### src/hdl/assert_macros.svh
`ifndef ASSERT_MACROS_SVH
`define ASSERT_MACROS_SVH

// generic clocked assertion with active-low reset
`define RSP_ASSERT_ON(lbl, clk, rst_n, prop, msg) \
    lbl: assert property (@(posedge clk) disable iff (!rst_n) prop) else $error(msg);

// assertion on the block clock and reset
`define RSP_ASSERT(lbl, prop, msg) \
    `RSP_ASSERT_ON(lbl, i_clk, i_rst_n, prop, msg)

`endif

### src/hdl/rsp_pkg.sv
package rsp_pkg;

    localparam int unsigned MAX_PAYLOAD = 1024;
    localparam int unsigned LEN_W       = 11;

    localparam logic [LEN_W-1:0] MAX_LEN      = LEN_W'(MAX_PAYLOAD);
    localparam logic [LEN_W-1:0] CAPACITY_RST = LEN_W'(1024);
    localparam logic [7:0]       EOF_RST      = 8'hFF;

    localparam logic [7:0] START_MARK = 8'h24;
    localparam logic [7:0] END_MARK   = 8'h23;

    localparam logic [1:0] CFG_CAPACITY = 2'd0;
    localparam logic [1:0] CFG_EOF_CODE = 2'd1;

    typedef enum logic [2:0] {
        K_DATA = 3'd0,
        K_GOOD = 3'd1,
        K_BAD  = 3'd2,
        K_OVER = 3'd3,
        K_EOF  = 3'd4
    } t_kind;

    typedef enum logic [3:0] {
        PH_HUNT  = 4'b0001,
        PH_BODY  = 4'b0010,
        PH_SUMHI = 4'b0100,
        PH_SUMLO = 4'b1000
    } t_phase;

    typedef struct packed {
        t_kind            kind;
        logic [7:0]       data;
        logic [LEN_W-1:0] len;
    } t_result;

    function automatic logic [3:0] hex_digit(input logic [7:0] c);
        logic [3:0] d;
        d = 4'd0;
        if (c >= 8'h30 && c <= 8'h39) begin
            d = c[3:0];
        end else if ((c >= 8'h41 && c <= 8'h46) || (c >= 8'h61 && c <= 8'h66)) begin
            d = 4'(c[2:0] + 3'd1) + 4'd8;
        end
        return d;
    endfunction

endpackage

### src/hdl/rsp_packet_receiver.sv
// Packet deframer for '$' payload '#' hex hex framing. One received byte is
// taken in every clock cycle while o_stall is low; each byte is handled in
// the cycle it is transferred and gives at most one result, which leaves
// through an output register backed by one skid entry. o_stall rises only
// when both are full, so a result waiting downstream does not hold up input
// until a second one is pending. Payload bytes come out as they arrive,
// followed by one status result per packet: good with its length, checksum
// mismatch, overflow past the capacity limit, or abort on the end-of-input byte.
`include "assert_macros.svh"

module rsp_packet_receiver import rsp_pkg::*; (
    input  logic             i_clk,
    input  logic             i_rst_n,
    input  logic             i_valid,
    output logic             o_stall,
    input  logic [7:0]       i_rx_byte,
    output logic             o_valid,
    input  logic             i_stall,
    output logic [2:0]       o_kind,
    output logic [7:0]       o_payload_byte,
    output logic [LEN_W-1:0] o_packet_length,
    input  logic             i_cfg_valid,
    output logic             o_cfg_ready,
    input  logic [1:0]       i_cfg_index,
    input  logic [LEN_W-1:0] i_cfg_data
);

    logic [LEN_W-1:0] r_capacity;
    logic [7:0]       r_eof_code;
    t_phase           r_phase, n_phase;
    logic [7:0]       r_sum, n_sum;
    logic [LEN_W-1:0] r_count, n_count;
    logic [3:0]       r_high, n_high;
    logic             r_out_valid, r_skid_valid;
    t_result          r_out, r_skid;

    logic             in_acc, out_take, res_v;
    t_result          res;
    logic [LEN_W-1:0] limit;

    assign o_cfg_ready = 1'b1;
    assign o_stall     = r_skid_valid;
    assign in_acc      = i_valid && !r_skid_valid;
    assign out_take    = r_out_valid && !i_stall;
    assign limit       = (r_capacity > MAX_LEN) ? MAX_LEN : r_capacity;

    always_comb begin
        n_phase = r_phase;
        n_sum   = r_sum;
        n_count = r_count;
        n_high  = r_high;
        res_v   = 1'b0;
        res     = '{kind: K_DATA, data: 8'd0, len: '0};
        if (in_acc) begin
            unique case (r_phase)
                PH_HUNT: begin
                    if (i_rx_byte == r_eof_code) begin
                        res_v    = 1'b1;
                        res.kind = K_EOF;
                    end else if (i_rx_byte == START_MARK) begin
                        n_phase = PH_BODY;
                        n_sum   = 8'd0;
                        n_count = '0;
                    end
                end
                PH_BODY: begin
                    if (i_rx_byte == r_eof_code) begin
                        n_phase  = PH_HUNT;
                        res_v    = 1'b1;
                        res.kind = K_EOF;
                    end else if (i_rx_byte == END_MARK) begin
                        n_phase = PH_SUMHI;
                    end else if (r_count >= limit) begin
                        n_phase  = PH_HUNT;
                        res_v    = 1'b1;
                        res.kind = K_OVER;
                    end else begin
                        n_sum    = r_sum + i_rx_byte;
                        n_count  = r_count + LEN_W'(1);
                        res_v    = 1'b1;
                        res.data = i_rx_byte;
                    end
                end
                PH_SUMHI: begin
                    n_high  = hex_digit(i_rx_byte);
                    n_phase = PH_SUMLO;
                end
                PH_SUMLO: begin
                    n_phase = PH_HUNT;
                    res_v   = 1'b1;
                    if ({r_high, hex_digit(i_rx_byte)} == r_sum) begin
                        res.kind = K_GOOD;
                        res.len  = r_count;
                    end else begin
                        res.kind = K_BAD;
                    end
                end
                default: begin
                    n_phase = PH_HUNT;
                end
            endcase
        end
    end

    always_ff @(posedge i_clk) begin
        if (!i_rst_n) begin
            r_capacity   <= CAPACITY_RST;
            r_eof_code   <= EOF_RST;
            r_phase      <= PH_HUNT;
            r_sum        <= 8'd0;
            r_count      <= '0;
            r_high       <= 4'd0;
            r_out_valid  <= 1'b0;
            r_skid_valid <= 1'b0;
        end else begin
            if (i_cfg_valid) begin
                if (i_cfg_index == CFG_CAPACITY) begin
                    r_capacity <= i_cfg_data;
                end else if (i_cfg_index == CFG_EOF_CODE) begin
                    r_eof_code <= i_cfg_data[7:0];
                end
            end
            r_phase <= n_phase;
            r_sum   <= n_sum;
            r_count <= n_count;
            r_high  <= n_high;
            if (r_skid_valid) begin
                if (out_take) begin
                    r_skid_valid <= 1'b0;
                end
            end else if (!r_out_valid || out_take) begin
                r_out_valid <= res_v;
            end else if (res_v) begin
                r_skid_valid <= 1'b1;
            end
        end
    end

    // payload side of the output register and skid entry
    always_ff @(posedge i_clk) begin
        if (r_skid_valid) begin
            if (out_take) begin
                r_out <= r_skid;
            end
        end else if (!r_out_valid || out_take) begin
            r_out <= res;
        end else if (res_v) begin
            r_skid <= res;
        end
    end

    assign o_valid         = r_out_valid;
    assign o_kind          = r_out.kind;
    assign o_payload_byte  = r_out.data;
    assign o_packet_length = r_out.len;

    `RSP_ASSERT(a_skid_behind_out, r_skid_valid |-> r_out_valid, "skid full with output empty")
    `RSP_ASSERT(a_count_bound, r_count <= MAX_LEN, "byte count beyond maximum payload")
    `RSP_ASSERT(a_start_opens_body, (in_acc && r_phase == PH_HUNT && i_rx_byte == START_MARK && i_rx_byte != r_eof_code) |=> (r_phase == PH_BODY && r_count == '0), "start mark did not open a packet")
    `RSP_ASSERT(a_good_len_bound, (o_valid && o_kind == K_GOOD) |-> (o_packet_length <= MAX_LEN), "good packet longer than maximum payload")

endmodule
### config.mk
export PLATFORM = sky130hd
export DESIGN_NAME = rsp_packet_receiver
export DESIGN_NICKNAME = d
export VERILOG_FILES = /design/src/hdl/rsp_pkg.sv /design/src/hdl/rsp_packet_receiver.sv
export VERILOG_INCLUDE_DIRS = /design/src /design/src/hdl
export SDC_FILE = /design/constraint.sdc
export NUM_CORES = 1
export LEC_CHECK = 0
export ABC_AREA = 1
export BUFFER_PORTS_ARGS = -buffer_cell sky130_fd_sc_hd__buf_4
export CAP_MARGIN = 5
export CELL_PAD_IN_SITES_DETAIL_PLACEMENT = 0
export CELL_PAD_IN_SITES_GLOBAL_PLACEMENT = 1
export CORE_MARGIN = 8
export CORE_UTILIZATION = 30
export DETAILED_ROUTE_END_ITERATION = 12
export PLACE_DENSITY = 0.68
export SYNTH_ARGS = -nofsm -noshare
export SYNTH_HDL_FRONTEND = slang
export SYNTH_SLANG_ARGS = --single-unit
### constraint.sdc
create_clock -name i_clk -period 5.4 [get_ports i_clk]
set_input_delay 0.81 -clock i_clk [delete_from_list [all_inputs] [get_ports i_clk]]
set_output_delay 0.81 -clock i_clk [all_outputs]
set_load 0.1 [all_outputs]
==> out/qor.yml <==
outcome: "completed"
totalPowerFinal_mw: 2.24
ff2ff_setup_slack_ns: 1.78
post_cts_buffers: 0
worstHoldPathType: "flop to flop"
start_util: 0.307
rsz0062_at_grt: "no"
grt_max_degree: 35
drt_drc_violations_left: 0
p_leak_nw: 2.57
pre_cts_slack_ns: 1.73
slew_headroom: 0.274
vdd_drop_max_mv: 0.224
crit_family: "compound AO/OA/AOI/OAI gates"
drv_slew: 0
first_pass_iters: 4
routed_via_density: 4.66
wl_per_cell_um: 13.6
dp_hpwl_um: 9540
critical-path-slowest-cell: "o31ai_1"
grtUsageTotal: 0.118
ys_types: 41
cts_max_path_buffers: 2
path_max_fanout: 13
drt_iter0_drc: 251
grt_antenna_before_repair: 0
io_pins: 51
place_area_mm2: 0.00566
rows: 47
cts-root-buf: "clkbuf_16"
nets: 729
end_kind: "flop"
powerDensity_mw_per_mm2: 376
fill_cells: 1731
cap_violations: 0
cts.clk_slew.worst_paths_ns: 0.07
cts_buffers: 9
cp_cell_sequence: "nor4_1 -> nand2_1 -> o31ai_1 -> nand2_1 -> ha_1 -> a21oi_1 -> o21ai_0 -> a21oi_1 -> nand4_1 -> nand2_1 -> nand2_2 -> o21ai_0 -> nor2_1"
num_vias: 4215
htreeDepth: 3
final_layout_size_suffix_gt1_frac: 0.167
yosysSeqAreaShare: 0.447
synth.top_cells.by_area: "edfxtp_1 26%, dfxtp_1 19%, nand2_1 11%"
crit_top_cell: "nand2_1"
diodes: 0
finalHoldViolations: 0
setup_viol: 0
cts.sinks: 92
worst_ep_arrival_time_ns: 3.85
utilization: 0.358
grt_pass1_wl_um: 20700
grt_pass1_vias: 4039
yosysWarnings: 0
timing.setup.critical_path_class: "flop to flop"
synth_edf_count: 44
place_congestion: 0.806
clk_latency_ns: 0.35
mostFrequentLayoutCells: "156 x nand2_1, 81 x nor2_1, 51 x inv_1, 50 x buf_4, 48 x dfxtp_1"
portBuffers: 49
slowest_delay_ns: 0.68
synth_ff_type: "dfxtp_1"
die_x_um: 147
synth_top_cell_by_area: "edfxtp_1"
yosysTopAreaCellShare: 0.259
worst_slack_ns: 1.78
synth_area_mm2: 0.00511
hold_buffers: 0
fin_tns_setup_ns: 0
area_growth_pct: 16.6
path_buf_inv: 0
ant_nets: 0
core_region_area_mm2: 0.0166
period_share: 0.671
wl_um: 12300
required_ns: 5.63
synthesis.nets: 688
worstMarginPinSlew_ns: 1.09
ys_ff_latch: 92
die_area_mm2: 0.0215
timing.final.crit_period_ns: 3.62
synth_cells: 638
cts_tree: "done"
fmaxAchievable_mhz: 276
layout_commonest_cell: "nand2_1"
overflow: 0
avgSynthCellArea_um2: 8.01
ctsResizeCount: 0
async_flop_share: 0
die_h_um: 147
finClkSkew_ns: 0.00770
worst_setup_path_start_kind: "flop"
design_area_mm2: 0.00596
state kept, by name, summed over array words and instances (netlist names):
| signal | flops |
|---|---|
| o_kind | 3 |
| r_sum | 8 |
| o_stall | 1 |
| o_valid | 1 |
| r_capacity | 11 |
| r_phase | 4 |
| o_packet_length | 11 |
| o_payload_byte | 8 |
| r_eof_code | 8 |
| r_high | 4 |
| r_count | 11 |
| r_skid | 22 |
final cells by class:
type	instances	area, um^2	area share
inverter	63	236	0.0397
multi-input combinational	463	2490	0.418
tap	220	275	0.0462
clock inverter	6	71.3	0.0120
clock buffer	10	229	0.0384
sequential	92	2280	0.383
timing repair buffer	50	375	0.0630
report_power, final:
part	switching (mW)	total [mW]	internal, mW
clock	0.270	0.634	0.364
sequential	0.0590	0.842	0.783
combinational	0.544	0.763	0.219
total	0.873	2.24	1.37
path summary, 6_finish.rpt:
path	start	endpoint	cells past startpoint
worst max-delay path	r_capacity[1]	r_count[1]	13
worst min-delay path	r_phase[3]	r_phase[3]	2
worst max register to register	r_capacity[1]	r_count[1]	13
worst min register to register	r_phase[3]	r_phase[3]	2
worst reg2reg max path: cells and delay by family, from the launching register on:
kind                     cells  cell delay [ns]
AO/OA/AOI/OAI                5             1.48
AND/OR/NAND/NOR              7             1.37
adder cells (fa/ha/maj)      1             0.35
flip-flops                   1             0.32
per-layer routing:
metal,vias to the layer above,share of wire,GRT usage
met5,-,0,0
met4,0,0.016,0.0345
met3,10,0.050,0.0374
met2,86,0.44,0.182
met1,1904,0.50,0.154
li1,2215,-,-
through the flow:
step	instances	hold slack (ns)
after floorplan	638	0.466
after global placement	888	0.478
after detailed placement	888	0.485
after CTS	904	0.495
after global routing	904	0.529
final	904	0.499
cell families after synthesis:
| family | after synthesis | share of synthesized area |
|---|---|---|
| flip-flops | 92 | 0.447 |
| XOR/XNOR | 12 | 0.0206 |
| AND/OR/NAND/NOR | 329 | 0.291 |
| adder cells (fa/ha/maj) | 24 | 0.0602 |
| buffers and inverters | 83 | 0.0673 |
| AO/OA/AOI/OAI | 97 | 0.113 |
| other | 1 | 0.000734 |
synthesized netlist by cell type (2+ instances only):
master and count:
nand3_1 27, xnor2_1 2, nor3b_1 2, inv_1 51, nor3_2 2, a21oi_1 32, nand2_1 156, a21oi_2 3
o21ai_2 10, o31ai_1 6, nor4_1 2, inv_2 10, nand3_2 5, o211ai_1 10, nor2_1 81, buf_6 3
or2_2 2, ha_1 23, nand2_2 9, dfxtp_1 48, buf_2 5, o21ai_0 29, nor3_1 11, nand2_4 3
nor2_4 3, clkbuf_1 11, edfxtp_1 44, o21ai_1 5, xor2_1 10, clkinv_1 2, nand4_1 21
No activity file was read; power rests on OpenSTA's default activity.
